==> src/sv/calculator_key_sequencer_defines.svh <==
// assertion macros shared by the sequencer checks
`ifndef CALCULATOR_KEY_SEQUENCER_DEFINES_SVH
`define CALCULATOR_KEY_SEQUENCER_DEFINES_SVH

// same-cycle implication, sampled on clk, off during rst
`define CKS_ASSERT_IMPL(label, ante, cons) \
  label: assert property (@(posedge clk) disable iff (rst) (ante) |-> (cons)) \
    else $error("calculator_key_sequencer: same-cycle check failed");

// next-cycle implication, sampled on clk, off during rst
`define CKS_ASSERT_NEXT(label, ante, cons) \
  label: assert property (@(posedge clk) disable iff (rst) (ante) |=> (cons)) \
    else $error("calculator_key_sequencer: next-cycle check failed");

`endif

==> src/sv/cks_pkg.sv <==
`timescale 1ns / 1ps
package cks_pkg;

  // key codes as they arrive on the input request
  typedef enum logic [2:0] {
    KEY_DIGIT  = 3'd0,
    KEY_PLUS   = 3'd1,
    KEY_MINUS  = 3'd2,
    KEY_MUL    = 3'd3,
    KEY_DIV    = 3'd4,
    KEY_EQUALS = 3'd5,
    KEY_CLEAR  = 3'd6
  } key_t;

  // no operator pending shares the digit code
  localparam key_t PEND_NONE = KEY_DIGIT;

  // step counter width of the control program
  localparam int PC_W = 5;
  typedef logic [PC_W-1:0] upc_t;

  // datapath actions of one control word
  typedef enum logic [3:0] {
    ACT_NONE,
    ACT_AEQ_DROP,
    ACT_ACC_MAC,
    ACT_ACC_LOAD,
    ACT_OPD_MAC,
    ACT_OPD_LOAD,
    ACT_CLR_AEQ,
    ACT_SET_AEQ,
    ACT_SET_PEND,
    ACT_SEL_PEND,
    ACT_START,
    ACT_ACC_RES,
    ACT_RESET_ALL,
    ACT_EMIT_ACC,
    ACT_EMIT_OPD,
    ACT_EMIT_ZERO
  } act_t;

  // jump conditions
  typedef enum logic [3:0] {
    CND_NEVER,
    CND_ALWAYS,
    CND_NOT_FIRST,
    CND_OPSEEN,
    CND_NOT_SECOND,
    CND_NOT_BOTH,
    CND_NO_PENDING,
    CND_DIVZERO,
    CND_BUSY,
    CND_EMIT_ERR,
    CND_FINISH
  } cond_t;

  typedef struct packed {
    act_t  act;
    cond_t cnd;
    upc_t  target;
  } ucode_t;

  // start request from the sequencer to the arithmetic unit
  typedef struct packed {
    logic start;
    key_t kind;
  } alu_ctl_t;

  // program addresses
  localparam upc_t U_DIG_AEQ   = 5'd0;
  localparam upc_t U_DIG_FIRST = 5'd1;
  localparam upc_t U_DIG_SEEN  = 5'd2;
  localparam upc_t U_ACC_MAC   = 5'd3;
  localparam upc_t U_ACC_LOAD  = 5'd4;
  localparam upc_t U_OPD_SEL   = 5'd5;
  localparam upc_t U_OPD_MAC   = 5'd6;
  localparam upc_t U_OPD_LOAD  = 5'd7;
  localparam upc_t U_EMIT_OPD  = 5'd8;
  localparam upc_t U_OPR       = 5'd9;
  localparam upc_t U_OPR_BOTH  = 5'd10;
  localparam upc_t U_OPR_SEL   = 5'd11;
  localparam upc_t U_CALC      = 5'd12;
  localparam upc_t U_START     = 5'd13;
  localparam upc_t U_WAIT      = 5'd14;
  localparam upc_t U_WRITE     = 5'd15;
  localparam upc_t U_EMIT_ACC  = 5'd16;
  localparam upc_t U_FIRST_OP  = 5'd17;
  localparam upc_t U_FIRST_GO  = 5'd18;
  localparam upc_t U_EMIT_ZERO = 5'd19;
  localparam upc_t U_FINISH    = 5'd20;
  localparam upc_t U_EMIT_ERR  = 5'd21;
  localparam upc_t U_EQ        = 5'd22;
  localparam upc_t U_EQ_SEL    = 5'd23;
  localparam upc_t U_CLEAR     = 5'd24;
  localparam upc_t U_LAST      = U_CLEAR;

  // first step for each key
  function automatic upc_t entry_of(key_t k);
    upc_t e;
    unique case (k) inside
      KEY_DIGIT:                             e = U_DIG_AEQ;
      KEY_PLUS, KEY_MINUS, KEY_MUL, KEY_DIV: e = U_OPR;
      KEY_EQUALS:                            e = U_EQ;
      KEY_CLEAR:                             e = U_CLEAR;
      default:                               e = U_FINISH;
    endcase
    return e;
  endfunction

  // control store; the last two conditions are terminal markers
  function automatic ucode_t ucode(upc_t pc);
    ucode_t uc;
    case (pc)
      U_DIG_AEQ:   uc = '{act: ACT_AEQ_DROP,  cnd: CND_NEVER,      target: U_DIG_AEQ};
      U_DIG_FIRST: uc = '{act: ACT_NONE,      cnd: CND_NOT_FIRST,  target: U_ACC_LOAD};
      U_DIG_SEEN:  uc = '{act: ACT_NONE,      cnd: CND_OPSEEN,     target: U_OPD_SEL};
      U_ACC_MAC:   uc = '{act: ACT_ACC_MAC,   cnd: CND_ALWAYS,     target: U_EMIT_ACC};
      U_ACC_LOAD:  uc = '{act: ACT_ACC_LOAD,  cnd: CND_ALWAYS,     target: U_EMIT_ACC};
      U_OPD_SEL:   uc = '{act: ACT_NONE,      cnd: CND_NOT_SECOND, target: U_OPD_LOAD};
      U_OPD_MAC:   uc = '{act: ACT_OPD_MAC,   cnd: CND_ALWAYS,     target: U_EMIT_OPD};
      U_OPD_LOAD:  uc = '{act: ACT_OPD_LOAD,  cnd: CND_NEVER,      target: U_EMIT_OPD};
      U_EMIT_OPD:  uc = '{act: ACT_EMIT_OPD,  cnd: CND_NEVER,      target: U_EMIT_OPD};
      U_OPR:       uc = '{act: ACT_CLR_AEQ,   cnd: CND_NO_PENDING, target: U_FIRST_OP};
      U_OPR_BOTH:  uc = '{act: ACT_NONE,      cnd: CND_NOT_BOTH,   target: U_FINISH};
      U_OPR_SEL:   uc = '{act: ACT_SEL_PEND,  cnd: CND_NEVER,      target: U_CALC};
      U_CALC:      uc = '{act: ACT_NONE,      cnd: CND_DIVZERO,    target: U_EMIT_ERR};
      U_START:     uc = '{act: ACT_START,     cnd: CND_NEVER,      target: U_WAIT};
      U_WAIT:      uc = '{act: ACT_NONE,      cnd: CND_BUSY,       target: U_WAIT};
      U_WRITE:     uc = '{act: ACT_ACC_RES,   cnd: CND_NEVER,      target: U_EMIT_ACC};
      U_EMIT_ACC:  uc = '{act: ACT_EMIT_ACC,  cnd: CND_NEVER,      target: U_EMIT_ACC};
      U_FIRST_OP:  uc = '{act: ACT_SET_PEND,  cnd: CND_NOT_BOTH,   target: U_EMIT_ZERO};
      U_FIRST_GO:  uc = '{act: ACT_NONE,      cnd: CND_ALWAYS,     target: U_CALC};
      U_EMIT_ZERO: uc = '{act: ACT_EMIT_ZERO, cnd: CND_NEVER,      target: U_EMIT_ZERO};
      U_FINISH:    uc = '{act: ACT_NONE,      cnd: CND_FINISH,     target: U_FINISH};
      U_EMIT_ERR:  uc = '{act: ACT_NONE,      cnd: CND_EMIT_ERR,   target: U_EMIT_ERR};
      U_EQ:        uc = '{act: ACT_SET_AEQ,   cnd: CND_NOT_BOTH,   target: U_FINISH};
      U_EQ_SEL:    uc = '{act: ACT_SEL_PEND,  cnd: CND_ALWAYS,     target: U_CALC};
      U_CLEAR:     uc = '{act: ACT_RESET_ALL, cnd: CND_ALWAYS,     target: U_EMIT_ZERO};
      default:     uc = '{act: ACT_NONE,      cnd: CND_FINISH,     target: U_FINISH};
    endcase
    return uc;
  endfunction

endpackage

==> src/sv/cks_alu.sv <==
`timescale 1ns / 1ps
module cks_alu
  import cks_pkg::*;
#(
  parameter int VALUE_WIDTH = 32
) (
  input  logic                   clk,
  input  logic                   rst,
  input  alu_ctl_t               ctl,
  input  logic [VALUE_WIDTH-1:0] a,
  input  logic [VALUE_WIDTH-1:0] b,
  output logic                   busy,
  output logic [VALUE_WIDTH-1:0] result
);

  localparam int W     = VALUE_WIDTH;
  localparam int CNT_W = $clog2(W);

  typedef enum logic [1:0] {
    S_IDLE,
    S_MUL,
    S_DIV
  } state_t;

  state_t           state;
  key_t             kind_r;
  logic             neg;
  logic [W-1:0]     qa;     // multiplicand, or dividend shifting into quotient
  logic [W-1:0]     qb;     // multiplier, or divisor magnitude
  logic [W-1:0]     r;      // product, remainder, or add/sub result
  logic [CNT_W-1:0] cnt;

  // restoring divide step
  logic [W-1:0] rem_shift;
  logic [W:0]   diff;

  assign rem_shift = {r[W-2:0], qa[W-1]};
  assign diff      = {1'b0, rem_shift} - {1'b0, qb};

  // sign fix of the quotient on the way out
  assign busy   = (state != S_IDLE);
  assign result = (kind_r == KEY_DIV) ? (neg ? ('0 - qa) : qa) : r;

  always_ff @(posedge clk) begin
    if (rst) begin
      state  <= S_IDLE;
      kind_r <= PEND_NONE;
    end else begin
      unique case (state)
        S_IDLE: begin
          if (ctl.start) begin
            kind_r <= ctl.kind;
            case (ctl.kind)
              KEY_PLUS:  r <= a + b;
              KEY_MINUS: r <= a - b;
              KEY_MUL: begin
                qa    <= a;
                qb    <= b;
                r     <= '0;
                cnt   <= CNT_W'(W - 1);
                state <= S_MUL;
              end
              KEY_DIV: begin
                neg   <= a[W-1] ^ b[W-1];
                qa    <= a[W-1] ? ('0 - a) : a;
                qb    <= b[W-1] ? ('0 - b) : b;
                r     <= '0;
                cnt   <= CNT_W'(W - 1);
                state <= S_DIV;
              end
              default:   r <= a;
            endcase
          end
        end
        // shift-add multiply, one multiplier bit a cycle
        S_MUL: begin
          if (qb[0]) begin
            r <= r + qa;
          end
          qa  <= qa << 1;
          qb  <= qb >> 1;
          cnt <= cnt - 1'b1;
          if (cnt == '0) begin
            state <= S_IDLE;
          end
        end
        // one quotient bit a cycle
        S_DIV: begin
          if (!diff[W]) begin
            r  <= diff[W-1:0];
            qa <= {qa[W-2:0], 1'b1};
          end else begin
            r  <= rem_shift;
            qa <= {qa[W-2:0], 1'b0};
          end
          cnt <= cnt - 1'b1;
          if (cnt == '0) begin
            state <= S_IDLE;
          end
        end
        default: state <= S_IDLE;
      endcase
    end
  end

endmodule

==> src/sv/calculator_key_sequencer.sv <==
// channel   direction  tdata                       tuser
// s_axis    in         [3:0] digit, [7:4] zero      [2:0] op
// m_axis    out        [31:0] display_value         [0] error
//
// multiply and divide run in a one-bit-a-cycle unit
// rst is synchronous and clears all calculator state at once
// results sit in an output register; a result step waits there only while
// the previous result has not been taken
`timescale 1ns / 1ps
`include "calculator_key_sequencer_defines.svh"
module calculator_key_sequencer
  import cks_pkg::*;
#(
  parameter int VALUE_WIDTH = 32
) (
  input  logic        clk,
  input  logic        rst,
  input  logic        s_axis_tvalid,
  output logic        s_axis_tready,
  input  logic [7:0]  s_axis_tdata,   // [3:0] digit, [7:4] zero
  input  logic [2:0]  s_axis_tuser,   // [2:0] op
  output logic        m_axis_tvalid,
  input  logic        m_axis_tready,
  output logic [31:0] m_axis_tdata,   // [31:0] display_value
  output logic        m_axis_tuser    // [0] error
);

  localparam int W = VALUE_WIDTH;

  // sequencer state
  logic   active;
  upc_t   pc;
  key_t   key_r;
  logic [3:0] dig_r;

  // calculator state
  logic [W-1:0] acc;
  logic [W-1:0] opd;
  logic         first;
  logic         second;
  key_t         pend;
  logic         opseen;
  logic         aeq;
  key_t         kind;

  // datapath helpers
  ucode_t        uw;
  logic          cond_hit;
  logic          is_emit;
  logic          stall;
  logic          emit_now;
  upc_t          pc_next;
  logic [W-1:0]  acc_mac;
  logic [W-1:0]  opd_mac;
  logic signed [W-1:0] acc_s;
  logic signed [W-1:0] opd_s;
  alu_ctl_t      alu_ctl;
  logic          alu_busy;
  logic [W-1:0]  alu_result;

  assign s_axis_tready = !active;

  // current control word
  assign uw = ucode(pc);

  // value*10 + digit
  assign acc_mac = (acc << 3) + (acc << 1) + W'(dig_r);
  assign opd_mac = (opd << 3) + (opd << 1) + W'(dig_r);
  assign acc_s   = acc;
  assign opd_s   = opd;

  // jump condition
  always_comb begin
    unique case (uw.cnd)
      CND_NEVER:      cond_hit = 1'b0;
      CND_ALWAYS:     cond_hit = 1'b1;
      CND_NOT_FIRST:  cond_hit = !first;
      CND_OPSEEN:     cond_hit = opseen;
      CND_NOT_SECOND: cond_hit = !second;
      CND_NOT_BOTH:   cond_hit = !(first && second);
      CND_NO_PENDING: cond_hit = (pend == PEND_NONE);
      CND_DIVZERO:    cond_hit = (kind == KEY_DIV) && (opd == '0);
      CND_BUSY:       cond_hit = alu_busy;
      default:        cond_hit = 1'b0;
    endcase
  end

  assign pc_next = cond_hit ? uw.target : pc + 1'b1;

  // result steps wait for a free output register
  always_comb begin
    unique case (uw.act) inside
      ACT_EMIT_ACC, ACT_EMIT_OPD, ACT_EMIT_ZERO: is_emit = 1'b1;
      default:                                   is_emit = (uw.cnd == CND_EMIT_ERR);
    endcase
  end

  assign stall    = is_emit && m_axis_tvalid && !m_axis_tready;
  assign emit_now = active && is_emit && !stall;

  assign alu_ctl.start = active && (uw.act == ACT_START);
  assign alu_ctl.kind  = kind;

  cks_alu #(
    .VALUE_WIDTH(W)
  ) u_alu (
    .clk   (clk),
    .rst   (rst),
    .ctl   (alu_ctl),
    .a     (acc),
    .b     (opd),
    .busy  (alu_busy),
    .result(alu_result)
  );

  // sequencer, calculator state and output register
  always_ff @(posedge clk) begin
    if (rst) begin
      active        <= 1'b0;
      pc            <= U_FINISH;
      key_r         <= PEND_NONE;
      acc           <= '0;
      opd           <= '0;
      first         <= 1'b0;
      second        <= 1'b0;
      pend          <= PEND_NONE;
      opseen        <= 1'b0;
      aeq           <= 1'b0;
      kind          <= PEND_NONE;
      m_axis_tvalid <= 1'b0;
    end else begin
      if (m_axis_tready && !emit_now) begin
        m_axis_tvalid <= 1'b0;
      end
      if (!active) begin
        if (s_axis_tvalid) begin
          active <= 1'b1;
          key_r  <= key_t'(s_axis_tuser);
          dig_r  <= s_axis_tdata[3:0];
          pc     <= entry_of(key_t'(s_axis_tuser));
        end
      end else if (!stall) begin
        pc <= pc_next;
        unique case (uw.act)
          ACT_NONE: ;
          ACT_AEQ_DROP: begin
            if (aeq) begin
              first <= 1'b0;
              aeq   <= 1'b0;
            end
          end
          ACT_ACC_MAC:  acc <= acc_mac;
          ACT_ACC_LOAD: begin
            acc   <= W'(dig_r);
            first <= 1'b1;
          end
          ACT_OPD_MAC:  opd <= opd_mac;
          ACT_OPD_LOAD: begin
            opd    <= W'(dig_r);
            second <= 1'b1;
          end
          ACT_CLR_AEQ:  aeq <= 1'b0;
          ACT_SET_AEQ:  aeq <= 1'b1;
          ACT_SET_PEND: begin
            pend   <= key_r;
            kind   <= key_r;
            opseen <= 1'b1;
          end
          ACT_SEL_PEND: kind <= pend;
          ACT_START: ;
          ACT_ACC_RES: begin
            acc    <= alu_result;
            second <= 1'b0;
            pend   <= (key_r == KEY_EQUALS) ? PEND_NONE : key_r;
          end
          ACT_RESET_ALL: begin
            acc    <= '0;
            opd    <= '0;
            first  <= 1'b0;
            second <= 1'b0;
            pend   <= PEND_NONE;
            opseen <= 1'b0;
            aeq    <= 1'b0;
          end
          ACT_EMIT_ACC: begin
            m_axis_tvalid <= 1'b1;
            m_axis_tdata  <= 32'(acc_s);
            m_axis_tuser  <= 1'b0;
            active        <= 1'b0;
          end
          ACT_EMIT_OPD: begin
            m_axis_tvalid <= 1'b1;
            m_axis_tdata  <= 32'(opd_s);
            m_axis_tuser  <= 1'b0;
            active        <= 1'b0;
          end
          ACT_EMIT_ZERO: begin
            m_axis_tvalid <= 1'b1;
            m_axis_tdata  <= '0;
            m_axis_tuser  <= 1'b0;
            active        <= 1'b0;
          end
          default: ;
        endcase
        // terminal steps carried in the condition field
        if (uw.cnd == CND_EMIT_ERR) begin
          m_axis_tvalid <= 1'b1;
          m_axis_tdata  <= '0;
          m_axis_tuser  <= 1'b1;
          active        <= 1'b0;
        end
        if (uw.cnd == CND_FINISH) begin
          active <= 1'b0;
        end
      end
    end
  end

  // checks
  `CKS_ASSERT_NEXT(a_accept_starts, s_axis_tvalid && s_axis_tready, active)
  `CKS_ASSERT_IMPL(a_alu_in_program, alu_busy, active)
  `CKS_ASSERT_IMPL(a_pc_in_range, active, pc <= U_LAST)
  `CKS_ASSERT_IMPL(a_second_needs_first, !active, !(second && !first))

endmodule
==> config.mk <==
export PLATFORM = sky130hd
export DESIGN_NAME = calculator_key_sequencer
export DESIGN_NICKNAME = d
export VERILOG_FILES = /design/src/sv/cks_pkg.sv /design/src/sv/cks_alu.sv /design/src/sv/calculator_key_sequencer.sv
export VERILOG_INCLUDE_DIRS = /design/src /design/src/sv
export SDC_FILE = /design/constraint.sdc
export NUM_CORES = 1
export LEC_CHECK = 0
export BUFFER_PORTS_ARGS = -buffer_cell sky130_fd_sc_hd__buf_2
export CELL_PAD_IN_SITES_DETAIL_PLACEMENT = 1
export CELL_PAD_IN_SITES_GLOBAL_PLACEMENT = 1
export CORE_MARGIN = 8
export CORE_UTILIZATION = 45
export DETAILED_ROUTE_END_ITERATION = 7
export PLACE_DENSITY_LB_ADDON = 0.1
export RECOVER_POWER = 50
export SLEW_MARGIN = 0
export SYNTH_ARGS = -nofsm -noshare
export SYNTH_HDL_FRONTEND = slang
export SYNTH_SLANG_ARGS = --single-unit
==> constraint.sdc <==
create_clock -name clk -period 11.6 [get_ports clk]
set_clock_uncertainty 0.1 [all_clocks]
set_input_delay 2.9 -clock clk [delete_from_list [all_inputs] [get_ports clk]]
set_output_delay 2.9 -clock clk [all_outputs]
set_load 0.1 [all_outputs]
==> impl_results.md <==
- IO buf count: 45
- Met1 Resource Use GR: 37.1%
- Register clock-pin slew on the reported worst setup and hold paths: 0.06 ns
- Worst Hold Margin: 0.369 ns
- Synth warnings: 0
- Die area: 56900 µm²
- Final wirelength: 76.1 mm
- Worst R2R End: u_alu.r[27]$_DFFE_PP_
- Routability cong.: 0.899
- Share of cells above drive strength 1: 4.82%
- Relative slew slack: -137%
- Critical path endpoint category: flip-flop
- CTS Sinks: 241
- HPWL Detailed: 59.4 mm
- Die Y: 239 µm
- Worst r2r path cells: 20
- Synth cell types: 87
- Startpoint Class: primary input
- Post-synth EDFFs: 139
- Placed cell count: 3325
- Worst Tran Pin Value: 3.56 ns
- Antenna viol nets, final: 0
- Period utilisation layout: 71.3%
- Failing checks: max-capacitance violations, max-slew violations
- Post-Place Worst Slack: 5.48 ns
- First-pass GRT wire length: 120 mm
- TNS Setup: 0 ns
- Req. time, crit path: 12.02 ns
- Pwr per Cell Area: 169 nW/µm²
- Mean Syn Cell Area: 8.13 µm²
- Final setup fails: 0
- Width of the die: 239 µm
- GRT Util Overall: 26.2%
- Post-CTS setup buffers: 0
- Net Switching: 1740 µW
- Via total after detailed routing: 20800
- Reg power frac: 28.6%
- Multi-input gate area: 15100 µm²
- Kind of critical path: primary input to flip-flop
- Synth Instances: 2741
- Hold EP: aeq$_SDFFE_PP0P_
- Slew Viols, Final: 266
- Max Buffers Root-to-Sink: 3
- Initial antenna violation count: 0
- Arrival @ worst endpoint: 8.69 ns
- Residual DRC: 0
- Nets@finish: 2940
- Pleak: 0.00997 µW
- Worst hold stages: 1
- Core Area: 49000 µm²
- # resized after CTS: 0
- Switching Share: 43.0%
- Area Overhead vs Synth: 7.21%
- # H-tree levels: 1
- Syn nets: 2988
- Setup ws final: 3.33 ns
- P_int: 2300 µW
- Filler instances: 5911
- Peak VDD IR: 0.126 mV
- Sequential share of the synthesized area: 27.9%
- Vias/cell: 6.17
- DR pass1 iterations: 5
- Global-route met2 utilization: 43.2%
- Later-pin clock latency in the skew report: 0.59 ns
- Number of synthesized register bits: 241
- Largest net degree at the start of global routing: 72
- Synth Cell Area: 22300 µm²
- Crit Path Max Fanout: 71
- Initial Util: 45.5%
- GR Overflow Total: 0
- Maxcap violations: 5
- Ant. Diodes: 0
- Hold path startpoint: aeq$_SDFFE_PP0P_
- RSZ-0062 raised after global routing: no
- Hold WC Path Type: flip-flop to flip-flop
- Asr flop ratio synth: 0%
- FP Rows: 81
- Vias in the first global route: 21300
- Hold Vio Cnt, Final: 0
- Clk pwr share: 23.6%
- Status: finished with violations
- Routed wire length per instance: 22.5 µm
- Met3 Usage GRT: 2.26%
- I/O pins: 50
- Starting DRT DRC Count: 1475
- R2R Path Start: opd[0]$_SDFFE_PP0P_
- Primary FF master, synth: edfxtp_1
- Max frequency: 0.121 GHz
- Final min period: 8.27 ns
- Sequential cell area: 6220 µm²
- CTS tree: done
- Hold-fix buffers at CTS: 0
- Layout Cells excl Fill: 3380
- Worst R2R Setup Slack: 5.73 ns
- CTS buffer count: 30
- Root Buffer: clkbuf_16
- Comb pwr share: 47.9%
- GR peak layer: met2
## kinds of logic after synthesis
| kind of cell | synth area share [%] |
|---|---|
| flops | 27.9 |
| mux | 1.14 |
| simple gates | 17.1 |
| fa+ha+maj | 13.3 |
| buf+inv | 4.36 |
| xor+xnor | 9.94 |
| compound gates | 26.3 |
## state kept, by name, summed over array words and instances (netlist names), 2 cells and up
name and cells:
m_axis_tdata 32, key_r 3, u_alu.r 32, u_alu.qa 32, u_alu.kind_r 3, u_alu.cnt 5
uw 13, acc 32, u_alu.qb 32, pend 3, kind 3, pc 5
dig_r 4, u_alu.state 2, opd 32
## layer usage
layer,vias up,wire length (µm)
li1,9980,-
met1,10300,36600
met2,453,34500
met3,80,3520
met4,0,1430
met5,-,0
## worst max-delay path, cell delays in order
cell      delay [ns]
buf_2           0.07
clkbuf_1        2.47
inv_1           1.51
o211ai_1        0.37
a31o_2          0.32
ha_1            0.38
nor2_4          0.19
a21oi_1         0.05
mux2_2          0.29
a21oi_2         0.12
## cells in the final DEF, fill, tap and decap left out, drive strengths merged, types with 33 or more instances in the layout
cell type / n
a211oi: 42
a21o: 76
a21oi: 218
a221oi: 52
a22oi: 61
a31oi: 33
buf: 42
clkbuf: 79
dfxtp: 102
edfxtp: 139
ha: 225
inv: 90
nand2: 267
nand3: 45
nor2: 306
nor3: 47
o21ai: 231
xnor2: 137
xor2: 116
## stage by stage
step / util [%] / cell area [µm²] / power, µW
finish: 48.8 / 23900 / 4040
global route: 48.8 / 23900 / 4300
CTS: 49.0 / 24000 / 4040
detailed placement: 47.0 / 23000 / 3070
global placement: 47.0 / 23000 / 3010
floorplan: - / 22300 / 2570
## worst max path at each step
stage                                   start  slack, ns  depth (start not counted)               endpoint
after floorplan                           rst       6.04                          5   u_alu.r[0]$_DFFE_PP_
after global placement                    rst       5.50                         10          uw[4]$_DFF_P_
after detailed placement                  rst       5.48                         10          uw[4]$_DFF_P_
after CTS                 opd[0]$_SDFFE_PP0P_       5.74                         20  u_alu.r[27]$_DFFE_PP_
after global routing                      rst       2.71                         10         uw[12]$_DFF_P_
final                                     rst       3.33                         10          uw[4]$_DFF_P_
## cells in the mapped netlist, types with 9 or more instances
| master | count | area, µm² |
|---|---|---|
| nor3_1 | 45 | 225 |
| buf_2 | 9 | 45.0 |
| nand3_1 | 45 | 225 |
| and3_1 | 24 | 150 |
| inv_1 | 86 | 323 |
| nor4_1 | 14 | 87.6 |
| nand2_1 | 267 | 1000 |
| o211ai_1 | 15 | 113 |
| or4_1 | 12 | 90.1 |
| or2_2 | 12 | 75.1 |
| o41ai_1 | 12 | 105 |
| nor2_1 | 304 | 1140 |
| a221oi_1 | 51 | 447 |
| or3_1 | 19 | 119 |
| o21bai_1 | 27 | 203 |
| xnor2_1 | 137 | 1200 |
| a22oi_1 | 61 | 458 |
| a21o_1 | 76 | 571 |
| clkbuf_1 | 130 | 488 |
| edfxtp_1 | 139 | 4170 |
| mux2i_1 | 22 | 220 |
| o31ai_1 | 23 | 173 |
| nor2b_1 | 20 | 125 |
| a22o_1 | 9 | 78.8 |
| nand2b_1 | 25 | 156 |
| and2_1 | 13 | 81.3 |
| o21a_1 | 24 | 180 |
| a31oi_1 | 33 | 206 |
| a21oi_1 | 217 | 1090 |
| o221ai_1 | 17 | 149 |
| xor2_1 | 116 | 1020 |
| a211oi_1 | 42 | 315 |
| nand4_1 | 13 | 81.3 |
| ha_1 | 225 | 2820 |
| o21ai_0 | 227 | 1140 |
| dfxtp_1 | 102 | 2040 |
## power groups by stage
stage | combinational, µW | sequential [µW] | clock, µW
finish | 1930 | 1150 | 951
global route | 2140 | 1160 | 996
CTS | 1930 | 1150 | 965
detailed placement | 1910 | 1170 | 0
global placement | 1850 | 1160 | 0
floorplan | 1450 | 1110 | 0
## area by class of cell
cell class | count | area share (%)
Sequential cell | 241 | 26.0
Multi-Input combinational cell | 2256 | 63.3
Timing Repair Buffer | 73 | 1.60
Clock inverter | 7 | 0.168
Tap cell | 664 | 3.48
Clock buffer | 48 | 3.99
Inverter | 91 | 1.43
Power figures use the tool's default switching activity.
